--- config.mk ---
export PLATFORM = sky130hd
export DESIGN_NAME = mf5_fifo
export DESIGN_NICKNAME = d
export VERILOG_FILES = /design/src/rtl/core/mf5_pkg.sv /design/src/rtl/core/mf5_fifo.sv
export VERILOG_INCLUDE_DIRS = /design/src /design/src/rtl/core
export SDC_FILE = /design/constraint.sdc
export NUM_CORES = 1
export LEC_CHECK = 0
export BUFFER_PORTS_ARGS = -buffer_cell sky130_fd_sc_hd__buf_4
export CORE_MARGIN = 8
export CORE_UTILIZATION = 50
export CTS_CLUSTER_SIZE = 10
export DETAILED_ROUTE_END_ITERATION = 12
export GPL_TIMING_DRIVEN = 0
export PLACE_DENSITY = 0.71
export SYNTH_ARGS = -nofsm -noshare
export SYNTH_HDL_FRONTEND = slang
export SYNTH_SLANG_ARGS = --single-unit
--- constraint.sdc ---
create_clock -name clk -period 5.6 [get_ports clk]
set_input_delay 0.56 -clock clk [delete_from_list [all_inputs] [get_ports clk]]
set_output_delay 0.56 -clock clk [all_outputs]
set_load 0.02 [all_outputs]
--- src/rtl/core/assert_macros.svh ---
// Assertion macros shared by the filter RTL.
`ifndef ASSERT_MACROS_SVH
`define ASSERT_MACROS_SVH
`ifndef SYNTH
`define ASSERT_CHK(label, clk, rst_n, prop, msg) \
    label: assert property (@(posedge clk) disable iff (!rst_n) prop) else $error(msg);
`define ASSERT_NEXT(label, clk, rst_n, cond, res, msg) \
    label: assert property (@(posedge clk) disable iff (!rst_n) (cond) |=> (res)) else $error(msg);
`else
`define ASSERT_CHK(label, clk, rst_n, prop, msg)
`define ASSERT_NEXT(label, clk, rst_n, cond, res, msg)
`endif
`endif

--- src/rtl/core/mf5_pkg.sv ---
// Package: types and constants for the 5x5 median filter.
package mf5_pkg;
    localparam int MaxWidth   = 256;
    localparam int ColW       = $clog2(MaxWidth);
    localparam int Win        = 5;
    localparam int WinArea    = 25;
    localparam int MedianRank = 12;
    localparam int Lines      = 4;
    localparam int QDepth     = 4;
    localparam logic [8:0] WidthReset = 9'd256;
    localparam logic [0:0] RegImageWidth = 1'b0;

    typedef logic [7:0] pix_t;
    typedef pix_t [Win-1:0] col_t;

    // column entry passed from front to back
    typedef struct packed {
        col_t col;
        logic valid;
        logic interior;
    } col_item_t;

    typedef struct packed {
        pix_t result;
        logic valid;
    } res_t;
endpackage

--- src/rtl/core/mf5_fifo.sv ---
// Short queue between the front and back ends.
module mf5_fifo
(
    input  logic               clk,
    input  logic               rst_n,
    input  logic               wr,
    input  mf5_pkg::col_item_t wdata,
    input  logic               rd,
    output logic               not_empty,
    output mf5_pkg::col_item_t rdata,
    output logic [2:0]         count
);
    import mf5_pkg::*;

    col_item_t q_reg [QDepth];
    logic [1:0] wp_reg;
    logic [1:0] rp_reg;
    logic [2:0] cnt_reg;

    always_ff @(posedge clk)
    begin
        if (wr)
            q_reg[wp_reg] <= wdata;
    end

    always_ff @(posedge clk or negedge rst_n)
    begin
        if (!rst_n)
        begin
            wp_reg  <= '0;
            rp_reg  <= '0;
            cnt_reg <= '0;
        end
        else
        begin
            if (wr)
                wp_reg <= wp_reg + 1'b1;
            if (rd)
                rp_reg <= rp_reg + 1'b1;
            cnt_reg <= cnt_reg + {2'b0, wr} - {2'b0, rd};
        end
    end

    assign not_empty = (cnt_reg != 3'd0);
    assign rdata     = q_reg[rp_reg];
    assign count     = cnt_reg;

    `include "assert_macros.svh"
    `ASSERT_CHK(a_no_overflow, clk, rst_n, !(wr && !rd && cnt_reg == 3'(QDepth)), "fifo overflow")
    `ASSERT_CHK(a_no_underflow, clk, rst_n, !(rd && cnt_reg == 3'd0), "fifo underflow")
    `ASSERT_NEXT(a_cnt_up, clk, rst_n, wr && !rd, cnt_reg == $past(cnt_reg) + 3'd1, "count")
endmodule

[After elaboration in Yosys (flattened, before gate mapping)]
Memories as Yosys holds them, arrays and structs flattened.
Cells that the tools add are included.
Word-level totals
  register bits: 7
  memory bits (writable): 168
  bits of input ports: 46
  memories kept: 1
Memories
  q_reg: depth 4, bits a word 42, read ports 1, clocked after Yosys merged registers in 0, wr ports 1, RTL line mf5_fifo.sv:15  | col_item_t q_reg [QDepth];
Cells by class
  add/sub/neg operators: 4
  multiplexer cells: 2
  reductions and logical operators: 1
Operators with widths (number)
  2-bit by 1-bit adder with 2-bit output (second input constant): 2
  3-bit by 1-bit adder with 3-bit output: 1
  3-bit nonzero test: 1
  3-bit by 1-bit subtractor with 3-bit output: 1
  1-bit two-way mux: 2

[Longest topological paths before layout]
  depth after elaboration: 2
  depth in mapped cells: 7

[Least setup slack after synthesis]
Ideal clock, no wire load.
  path kind: register -> register
  start: reg wp_reg[0]
  end: mem q_reg[0][0] (netlist bit), enable pin
  setup time: 403 ps
  arrival time: 1634 ps
  required time: 5197 ps
  path slack: 3563 ps
  stages on the path, launching flop included: 4
  buffers on the path: 0
  cell sequence: dfrtp_1 > inv_1 > ha_1 > and2_1
RTL lines
  start: declaration: RTL line mf5_fifo.sv:16  | logic [1:0] wp_reg;
  start signal: assignment: RTL line mf5_fifo.sv:37  | wp_reg <= wp_reg + 1'b1;
  end: declaration: RTL line mf5_fifo.sv:15
No word-level cell before the write port.

==> impl_metrics.yaml <==
die:
  coreArea_um2: 12700
  die_w_um: 130
  die_y_um: 130
  rows: 41
  start_util: 0.513
  io_pins: 92
  die-area_um2: 16900
grt:
  grt_remaining_overflow: 0
  first_global_vias: 3236
  track_usage: 0.145
  grt_max_degree: 27
  antenna_found_initial: 0
  grt_pass1_wl_um: 17400
synthesis:
  syn_avg_cell_area_um2: 25.7
  synthCells: 253
  yosys_register_bits: 175
  synth_nets: 306
  ys.warnings.count: 0
  ys_types: 16
  syn-cell-area_um2: 6500
  synth_seq_area_share: 0.803
timing:
  layout_setup_ws_ns: 3.23
  hold_ws_ns: 0.333
  drv_slew: 0
  fin_tns_setup_ns: 0
  min_period_ns: 2.37
  slew_headroom: 0.621
  finClkSkew_ns: 0.0138
  tightestPinTransition_ns: 0.568
  setup_viol: 0
  hold_violations: 0
  final.period_utilization: 0.424
  fmax_mhz: 421
  grt_setup_unrepaired: "no"
power_and_ir_drop:
  seq_power_share: 0.400
  p_switching_mw: 1.31
  p_total_mw: 4.44
  leakagePower_nw: 2.85
  powerDensity_nw_per_um2: 551
  combPwrFrac: 0.347
  p_int_mw: 3.14
  switching_share: 0.294
  clockPowerShare: 0.253
  peakVddDrop_mv: 0.323
worst_setup_path:
  cp_data_arrival_time_ns: 1.81
  r2r-start: "wp_reg[0]$_DFFE_PN0P_"
  crit_path_start: "rp_reg[0]$_DFFE_PN0P_"
  worstSetupStartpointType: "flip-flop"
  critical_path.endpoint_type: "output port"
  reg2reg_slack_ns: 3.84
  rr_endpoint: "q_reg[0][28]$_DFFE_PP_"
  setup.worst_path.class: "flip-flop to output port"
  cp_data_required_time_ns: 5.04
  crit_end: "rdata[25]"
  cp_max_fo: 10
  rr_worst_depth: 4
min_path:
  hold_path.class: "primary input to flip-flop"
  min_path_cells: 1
routing:
  vias: 2852
  drtAntennaViolNets: 0
  wl_per_cell_um: 20.2
  drt-total-wl_um: 11100
  drc: 0
  vias_per_cell: 5.18
  firstDrtPassIters: 4
  drt-initial-drc-count: 182
placed_design:
  preCtsSetupSlack_ns: 3.62
  gp_congestion: 0.685
  port_buffers: 91
  dpl.cell_count: 520
  hpwlAfterDp_um: 7130
  postPlaceCellArea_um2: 7490
finish:
  antennaDiodeCount: 0
  final_util: 0.636
  final_nets: 421
  drive_gt1_frac: 0.454
  instances_no_fill: 551
  largest_register_ffs: 168
  area_growth_syn_to_layout_pct: 23.9
  final_area_um2: 8060
clock_tree:
  cts_sinks: 175
  cts_tree: "done"
  clk_pin_slew_ns: 0.06
  clk_path_buf_depth: 2
  cts_root_buf: "clkbuf_16"
  clk_latency_ns: 0.42
  post-cts-setup-buffers: 0
  htreeDepth: 4
  cts_inserted_buffers: 17
run_status:
  outcome: "complete, no violations"
job:
  max_cap_violations: 0
==> power by group through the flow <==
| stage | sequential [mW] | combinational, mW | clock [mW] |
|---|---|---|---|
| after CTS | 1.78 | 1.59 | 1.15 |
| after detailed placement | 1.81 | 1.58 | 0 |
| final | 1.78 | 1.54 | 1.13 |
| after global routing | 1.80 | 1.66 | 1.20 |
| after global placement | 1.81 | 1.54 | 0 |
| after floorplan | 1.81 | 0.980 | 0 |
==> cells in the final DEF (no fill, tap or decap) <==
cell           instances
nand2_1                2
buf_4                 91
buf_6                  1
clkbuf_1               4
ha_1                   6
o21ai_0                1
clkinv_2               5
dlygate4sd3_1          1
mux4_2                38
buf_2                  5
or3_1                  1
xor2_1                 3
bufinv_16              3
buf_12                 8
dfrtp_1                7
inv_1                  6
clkinv_1               1
fa_1                   1
edfxtp_1             168
and2_2                 4
xnor2_1                2
mux4_1                 4
clkbuf_16             17
==> how the worst min path moves through the flow <==
stage          slack, ns      start                endpoint
6_report            0.33  wdata[35]  q_reg[2][35]$_DFFE_PP_
5_1_grt             0.32  wdata[22]  q_reg[1][22]$_DFFE_PP_
4_1_cts             0.31         rd   rp_reg[0]$_DFFE_PN0P_
3_5_place_dp        0.38      rst_n      count[2]$_DFF_PN0_
3_3_place_gp        0.38      rst_n      count[2]$_DFF_PN0_
2_1_floorplan       0.26      rst_n      count[0]$_DFF_PN0_
==> synth_stat cells <==
| master | instances | area, µm² |
|---|---|---|
| buf_2 | 5 | 25.0 |
| o21ai_0 | 1 | 5.00 |
| buf_12 | 4 | 80.1 |
| mux4_1 | 4 | 105 |
| mux4_2 | 38 | 856 |
| buf_6 | 1 | 11.3 |
| xor2_1 | 3 | 26.3 |
| dfrtp_1 | 7 | 175 |
| ha_1 | 6 | 75.1 |
| fa_1 | 1 | 20.0 |
| nand2_1 | 2 | 7.51 |
| xnor2_1 | 2 | 17.5 |
| or3_1 | 1 | 6.26 |
| inv_1 | 6 | 22.5 |
| and2_1 | 4 | 25.0 |
| edfxtp_1 | 168 | 5040 |
==> logic make-up after synthesis <==
family / Yosys count / synth area share
flip-flops: 175 / 0.803
AND/OR/NAND/NOR: 7 / 0.00597
adder cells (fa/ha/maj): 7 / 0.0146
AO/OA/AOI/OAI: 1 / 0.000769
multiplexers: 42 / 0.148
buffers and inverters: 16 / 0.0214
XOR/XNOR: 5 / 0.00674
==> worst max-delay path, stage by stage (launching register included) <==
cell and delay, ns:
dfrtp_1 0.33, buf_6 0.18, buf_12 0.17, mux4_2 0.53
buf_4 0.18
==> metal layers <==
metal	GRT usage	vias to the layer above	share of wire	wire length, µm
li1	-	1298	-	-
met1	0.161	1451	0.39	4330
met2	0.245	87	0.53	5860
met3	0.0575	16	0.071	785
met4	0.0615	0	0.013	144
met5	0	-	0	0
==> timing repair <==
action,4_1_cts,5_1_grt
hold buffers,1,0
gates resized for setup,0,0
hold endpoints to repair,7,0
==> layout make-up <==
| type | instances | area (µm²) |
|---|---|---|
| multi-input cells | 62 | 1150 |
| fillers | 863 | 4620 |
| well taps | 172 | 215 |
| clock buffers | 21 | 440 |
| inverters | 6 | 22.5 |
| flip-flops and latches | 175 | 5220 |
| clock inverters | 9 | 119 |
| plain buffers | 10 | 116 |
| repair buffers | 96 | 773 |
(Power assumes the default switching activity.)
