$ cat src/rtl/core/assert_macros.svh
// Assertion macros shared by the filter RTL.
`ifndef ASSERT_MACROS_SVH
`define ASSERT_MACROS_SVH
`ifndef SYNTH
`define ASSERT_CHK(label, clk, rst_n, prop, msg) \
    label: assert property (@(posedge clk) disable iff (!rst_n) prop) else $error(msg);
`define ASSERT_NEXT(label, clk, rst_n, cond, res, msg) \
    label: assert property (@(posedge clk) disable iff (!rst_n) (cond) |=> (res)) else $error(msg);
`else
`define ASSERT_CHK(label, clk, rst_n, prop, msg)
`define ASSERT_NEXT(label, clk, rst_n, cond, res, msg)
`endif
`endif

$ cat src/rtl/core/mf5_pkg.sv
// Package: types and constants for the 5x5 median filter.
package mf5_pkg;
    localparam int MaxWidth   = 256;
    localparam int ColW       = $clog2(MaxWidth);
    localparam int Win        = 5;
    localparam int WinArea    = 25;
    localparam int MedianRank = 12;
    localparam int Lines      = 4;
    localparam int QDepth     = 4;
    localparam logic [8:0] WidthReset = 9'd256;
    localparam logic [0:0] RegImageWidth = 1'b0;

    typedef logic [7:0] pix_t;
    typedef pix_t [Win-1:0] col_t;

    // column entry passed from front to back
    typedef struct packed {
        col_t col;
        logic valid;
        logic interior;
    } col_item_t;

    typedef struct packed {
        pix_t result;
        logic valid;
    } res_t;
endpackage

$ cat src/rtl/core/mf5_back.sv
// Back end: 5x5 window and pipelined rank-12 selection by pairwise counts.
module mf5_back
(
    input  logic               clk,
    input  logic               rst_n,
    input  logic               adv,
    input  mf5_pkg::col_item_t item,
    output logic               busy,
    output logic               res_valid,
    output mf5_pkg::res_t      res
);
    import mf5_pkg::*;

    pix_t win_reg [Win][Win];
    logic v1_reg, v2_reg, v3_reg;
    logic ok1_reg, in1_reg, ok2_reg, in2_reg;
    pix_t s1_reg [WinArea];
    logic [WinArea-1:0] lt_reg [WinArea];
    pix_t s2_reg [WinArea];
    logic [WinArea-1:0] hit_reg;
    pix_t med;
    logic [4:0] rank [WinArea];
    logic [WinArea-1:0] hit;
    logic win_v_reg, win_ok_reg, win_in_reg;

    // stage 0: window shift (row 0 is oldest line)
    always_ff @(posedge clk or negedge rst_n)
    begin
        if (!rst_n)
        begin
            for (int r = 0; r < Win; r++)
                for (int c = 0; c < Win; c++)
                    win_reg[r][c] <= '0;
            win_v_reg <= 1'b0;
        end
        else
        begin
            win_v_reg <= adv;
            if (adv)
            begin
                for (int r = 0; r < Win; r++)
                begin
                    for (int c = 0; c < Win-1; c++)
                        win_reg[r][c] <= win_reg[r][c+1];
                    win_reg[r][Win-1] <= item.col[r];
                end
            end
        end
    end

    always_ff @(posedge clk)
    begin
        if (adv)
        begin
            win_ok_reg <= item.valid;
            win_in_reg <= item.interior;
        end
    end

    // stage 1: pairwise compares, stable ranking (ties broken by index)
    always_ff @(posedge clk)
    begin
        for (int i = 0; i < WinArea; i++)
        begin
            s1_reg[i] <= win_reg[i/Win][i%Win];
            for (int j = 0; j < WinArea; j++)
                lt_reg[i][j] <= (j < i) ? (win_reg[j/Win][j%Win] <= win_reg[i/Win][i%Win])
                                        : (win_reg[j/Win][j%Win] <  win_reg[i/Win][i%Win]);
        end
        ok1_reg <= win_ok_reg;
        in1_reg <= win_in_reg;
    end

    // stage 2: count, select one-hot of rank 12
    always_comb
    begin
        for (int i = 0; i < WinArea; i++)
        begin
            rank[i] = '0;
            for (int j = 0; j < WinArea; j++)
                rank[i] = rank[i] + {4'b0, lt_reg[i][j]};
            hit[i] = (rank[i] == 5'(MedianRank));
        end
    end

    always_ff @(posedge clk)
    begin
        s2_reg  <= s1_reg;
        hit_reg <= hit;
        ok2_reg <= ok1_reg;
        in2_reg <= in1_reg;
    end

    always_comb
    begin
        med = '0;
        for (int i = 0; i < WinArea; i++)
            med = med | (hit_reg[i] ? s2_reg[i] : 8'd0);
    end

    always_ff @(posedge clk)
    begin
        res.result <= in2_reg ? med : 8'd0;
        res.valid  <= ok2_reg;
    end

    always_ff @(posedge clk or negedge rst_n)
    begin
        if (!rst_n)
        begin
            v1_reg <= 1'b0;
            v2_reg <= 1'b0;
            v3_reg <= 1'b0;
        end
        else
        begin
            v1_reg <= win_v_reg;
            v2_reg <= v1_reg;
            v3_reg <= v2_reg;
        end
    end

    assign res_valid = v3_reg;
    assign busy      = win_v_reg | v1_reg | v2_reg;

    `include "assert_macros.svh"
    // border windows may hold line store entries not yet written
    `ASSERT_CHK(a_onehot, clk, rst_n, !(v2_reg && in2_reg) || $onehot(hit_reg), "rank select not onehot")
endmodule

$ cat config.mk
export PLATFORM = sky130hd
export DESIGN_NAME = mf5_back
export DESIGN_NICKNAME = d
export VERILOG_FILES = /design/src/rtl/core/mf5_pkg.sv /design/src/rtl/core/mf5_back.sv
export VERILOG_INCLUDE_DIRS = /design/src /design/src/rtl/core
export SDC_FILE = /design/constraint.sdc
export NUM_CORES = 2
export LEC_CHECK = 0
export BUFFER_PORTS_ARGS = -buffer_cell sky130_fd_sc_hd__buf_2
export CAP_MARGIN = 20
export CORE_ASPECT_RATIO = 1.4
export CORE_UTILIZATION = 46
export CTS_BUF_LIST = sky130_fd_sc_hd__clkbuf_8
export DETAILED_ROUTE_END_ITERATION = 12
export SETUP_SLACK_MARGIN = 0.02
export SLEW_MARGIN = 10
export SYNTH_ARGS = -nofsm -noshare
export SYNTH_HDL_FRONTEND = slang
export SYNTH_SLANG_ARGS = --single-unit
export TNS_END_PERCENT = 50
$ cat constraint.sdc
create_clock -name clk -period 6.2 [get_ports clk]
set_input_delay 0.31 -clock clk [delete_from_list [all_inputs] [get_ports clk]]
set_output_delay 0.31 -clock clk [all_outputs]
set_load 0.02 [all_outputs]
Word-level counts from Yosys, hierarchy flattened
Memory sizes are Yosys's and may differ from the RTL's. Cells that the tools add are included.

Memory bits (writable): 625. Output and inout port bits: 11. Register bits after elaboration: 644. Memories: 1. Word-level logic and storage cells: 1390.

Memory list: lt_reg (words 25, width 25, rd ports 25, clocked after memory_dff 0, write ports 25, line mf5_back.sv:18) `logic [WinArea-1:0] lt_reg [WinArea];`.

Eq/ne operators: 25. Bitwise logic cells: 26. Order comparisons: 625. Add/sub/neg operators: 600. Multiplexer cells: 25.

Operator list (count): 5-bit by 1-bit adder with 5-bit output (530); 8-bit less-than comparator (325); 8-bit <= comparator (300); 8-bit two-way mux (25); 8-bit OR (24); 5-bit by 4-bit == test with 1-bit output, second input constant (25); 4-bit by 1-bit adder with 5-bit output (15); 3-bit by 1-bit adder with 4-bit output (15); 1-bit by 1-bit adder with 2-bit output (25); 2-bit by 1-bit adder with 3-bit output (15); 1-bit OR (2).

Logic depth before layout (Yosys ltp)
Word-level depth: 25. Mapped depth: 17. Depth with buffers taken out: 17.

Worst setup path before layout
Ideal clock, no wire load.

Path type: flip-flop to flip-flop. Start point: memory lt_reg[2][0]. End point: register hit_reg[2]. Library setup time: 0.070 ns. Path slack: 1.578 ns. Period minus slack after synthesis: 4.622 ns. Arrival time: 4.552 ns. Required time: 6.130 ns. Cell stages (with the launch flop): 17. Cell sequence: dfxtp_1 -> fa_1 -> inv_1 -> fa_1 -> inv_1 -> fa_1 -> fa_1 -> fa_1 -> inv_1 -> fa_1 -> inv_1 -> ha_1 -> fa_1 -> a211oi_1 -> xor2_1 -> nand3_1 -> a21oi_1.

RTL lines: from (decl) (line mf5_back.sv:18); to (signal assigned) (line mf5_back.sv:89) `hit_reg <= hit;`; to (decl) (line mf5_back.sv:20) `logic [WinArea-1:0] hit_reg;`.

==> run summary <==
The flow ran to the end, and the final reports show no timing, DRC or antenna violations. In this run, CTS created clock tree buffers numbering 217. The setup-violating endpoint count in the final report came out at 0. The area of the multi-input gates came out at 67040 um2. In the final routed layout, each cell accounts on average for 34.34 um. The maximum number of buffers from clock root to sink is 4. The highest layer touched by signal routing is met5. The final instance area came out at 109000 um2. The area of the mapped netlist came out at 97700 um2.

The proportion of synthesized chip area in sequential cells is 0.2656. Across the whole layout, storage elements account for 25980 um2. During placement, the flow inserted port buffers numbering 55. After synthesis the netlist holds a flip-flop and latch count of 1244.

For this run, the leading register cell type out of synthesis is sky130_fd_sc_hd__dfxtp_1. By area the synthesized netlist is led by sky130_fd_sc_hd__ha_1, sky130_fd_sc_hd__dfxtp_1, sky130_fd_sc_hd__fa_1, sky130_fd_sc_hd__dfrtp_1, sky130_fd_sc_hd__inv_1. The routed via count is 86680. The mean number of vias per cell is 6.427. The count of hold-fix buffers inserted at cts came out at 82. Relative to the synthesized area, the layout overhead comes to 11.59%. The share of layout cells above drive strength 1 is 0.06774. The post-synthesis cell count came out at 9905. The total congestion overflow after global routing is 0. The total count of hold-check failures in the final report was 0. The number of nets at the end of the flow is 13550. By count the netlist is led by sky130_fd_sc_hd__ha_1, sky130_fd_sc_hd__inv_1, sky130_fd_sc_hd__dfxtp_1, sky130_fd_sc_hd__a21oi_1, sky130_fd_sc_hd__nand2_1.

The wire length the detailed router placed on met1 came out at 165300 um. The delay of the slowest critical-path stage came out at 0.55 ns. The first global-routing pass estimated 635900 um of wire.

Dividing the synthesized area by the synthesized cell count gives 9.864 um2. The critical path data arrival time is 5.78 ns. Across all hold checks on the routed design, the worst slack comes to 0.04901 ns. The cell area after placement came out at 103400 um2. The slew at the pin closest to its max-slew limit is 1.282 ns. The post-CTS setup buffer count came out at 0. In the synthesized netlist the async set-or-reset flop fraction comes to 0.1640. The clock drives 1244 sinks.

The detailed-routed wire length on met2 is 193500 um. The placement-stage worst setup slack came out at 1.316 ns. The number of antenna violations at the first check in global routing came out at 69.

The global placer's final weighted congestion came out at 1.026. The core box area came out at 210400 um2. The shortest period the worst path allows is 4.838 ns. The worst hold path belongs to the class input pin to flop.

The number of H-tree levels came out at 4. The die covers 214300 um2. The count of unresolved DRC violations after routing came out at 0. The worst clock skew on the final layout is 0.1830 ns. The register with the most flip-flops in the layout has 600 of them. The met3 wire length is 47680 um.

STA classifies the critical path startpoint as a flop. The worst setup path is of the flop to flop kind. Walking the worst path, the cells encountered are fa_1, inv_1, fa_1, inv_1, fa_1, fa_1, fa_1, inv_1, fa_1, inv_1, ha_1, fa_1, a211oi_1, xor2_1, nand3_1, a21oi_1. The number of enable flip-flop cells after synthesis came out at 2. The number of top-level pins came out at 56.

The horizontal die dimension is 391.5 um. The final period utilization is 0.7803. In the global route stage, overall resource usage came out at 0.4268. The wire length after detailed routing came out at 463200 um. The antenna violation net count after detailed routing came out at 0. The data required time at the worst endpoint came out at 7.14 ns. Among the stages of the critical path, the cell type that occurs most often is sky130_fd_sc_hd__fa_1. The pre-antenna-repair detailed-routing pass consisted of 8 iterations. The top-area cell type share of the netlist area is 0.3334.

The worst slew margin relative to its limit came out at 0.1361. After the first detailed-routing iteration, the DRC count stood at 9376. The maximum frequency from static timing analysis is 206.7 MHz. The worst setup path is captured at a flop. The pin count of the biggest net entering global routing came out at 135.

The HPWL after detailed placement is 329300 um. Of all cell types, the one taking the most synthesized area is sky130_fd_sc_hd__ha_1. For this configuration, the core starts out at a cell density of 0.4644.

Once the clock tree was built, the resizer swapped 0 gates to a different size. The via count of the first global-routing pass came to 85650. CTS placed an instance of sky130_fd_sc_hd__clkbuf_8 at the clock tree root.

sky130_fd_sc_hd__ha_1 is the most common cell in the netlist. The clock transition at the registers of the reported paths came out at 0.06 ns. The top fanout value on the critical path came out at 2. The die outline height came out at 547.3 um. The count of standard-cell rows is 199. The count of final max-slew check failures is 0. The number of fillers in the final layout is 19090. The insertion delay of the later-clocked pin in the worst-skew pair is 1.08 ns. The post-layout worst setup margin came out at 1.362 ns. Setup repair after global routing left no endpoint under its margin. The CTS tree is done. The number of unique standard cell types used by synthesis is 51. The number of max-cap violations is 0. The total of warnings raised by yosys is 0. The largest individual stage delay along the critical path comes from the cell sky130_fd_sc_hd__fa_1. The accumulated negative setup slack came out at 0 ns.
==> stage by stage <==
stage	util	std cells
after detailed placement	0.4914	12980
after global placement	0.4913	12980
after CTS	0.5175	13450
final	0.5182	13490
after global routing	0.5179	13470
after floorplan	-	9906
==> layer usage <==
metal	vias to the layer above	track usage
li1	37200	-
met3	2081	0.09638
met4	44	0.4217
met1	41910	0.4956
met2	5451	0.6389
met5	-	0
==> cell usage in the layout, fill, tap and decap left out, types with 42 or more instances in the layout <==
cell type	n
sky130_fd_sc_hd__clkbuf_8	279
sky130_fd_sc_hd__dfrtp_1	176
sky130_fd_sc_hd__mux2_1	67
sky130_fd_sc_hd__and3_1	81
sky130_fd_sc_hd__nand3_1	174
sky130_fd_sc_hd__dfxtp_1	1038
sky130_fd_sc_hd__inv_1	1218
sky130_fd_sc_hd__or4_1	42
sky130_fd_sc_hd__nor3_1	63
sky130_fd_sc_hd__o21ai_0	296
sky130_fd_sc_hd__nand2_1	610
sky130_fd_sc_hd__dlygate4sd3_1	81
sky130_fd_sc_hd__a21o_1	296
sky130_fd_sc_hd__nand4_1	346
sky130_fd_sc_hd__o21a_1	250
sky130_fd_sc_hd__a31o_1	58
sky130_fd_sc_hd__nor2_1	227
sky130_fd_sc_hd__a21oi_1	807
sky130_fd_sc_hd__o21ai_1	269
sky130_fd_sc_hd__a31oi_1	68
sky130_fd_sc_hd__a2bb2oi_1	121
sky130_fd_sc_hd__a22oi_1	72
sky130_fd_sc_hd__fa_1	428
sky130_fd_sc_hd__ha_1	2603
sky130_fd_sc_hd__a221o_1	66
sky130_fd_sc_hd__buf_2	53
sky130_fd_sc_hd__nor2b_1	140
sky130_fd_sc_hd__o31a_1	67
sky130_fd_sc_hd__buf_4	274
sky130_fd_sc_hd__o31ai_1	58
==> area by class of cell <==
| class | instances | area share |
|---|---|---|
| diodes | 29 | 0.0006656 |
| clock buffers | 279 | 0.03522 |
| clock inverters | 110 | 0.007620 |
| inverters | 1180 | 0.04063 |
| multi-input cells | 7412 | 0.6149 |
| flip-flops and latches | 1244 | 0.2383 |
| well taps | 2814 | 0.03229 |
| repair buffers | 419 | 0.03034 |
==> critical path: cells and delay by family, from the launching register on <==
kind / cells / cell delay, ns
compound gates: 2 / 0.41
simple gates: 1 / 0.10
fa+ha+maj: 8 / 3.64
buf+inv: 4 / 0.21
xor+xnor: 1 / 0.17
flops: 1 / 0.32
==> path summary, 6_finish.rpt <==
check                                startpoint                        to  slack, ns  cells after the start
max                        lt_reg[2][0]$_DFF_P_        hit_reg[2]$_DFF_P_       1.36                     16
min                                     item[5]  win_reg[163]$_DFFE_PN0P_       0.05                      4
max reg2reg                lt_reg[2][0]$_DFF_P_        hit_reg[2]$_DFF_P_       1.36                     16
min reg2reg                  s1_reg[20]$_DFF_P_        s2_reg[20]$_DFF_P_       0.23                      0
max in group asynchronous                 rst_n  win_reg[130]$_DFFE_PN0P_       4.70                      4
min in group asynchronous                 rst_n   win_reg[20]$_DFFE_PN0P_       0.54                      4
==> cells by family after synthesis <==
logic type / after synthesis / synth area share
buffers and inverters: 1250 / 0.04832
adder cells (fa/ha/maj): 3031 / 0.4211
multiplexers: 67 / 0.007722
XOR/XNOR: 49 / 0.004393
AO/OA/AOI/OAI: 2539 / 0.1657
AND/OR/NAND/NOR: 1723 / 0.08723
flip-flops: 1244 / 0.2656
other: 2 / 0.00007687
Power is not shown: default switching activity piles up to over one toggle a cycle in this logic, so the estimate is an artifact.
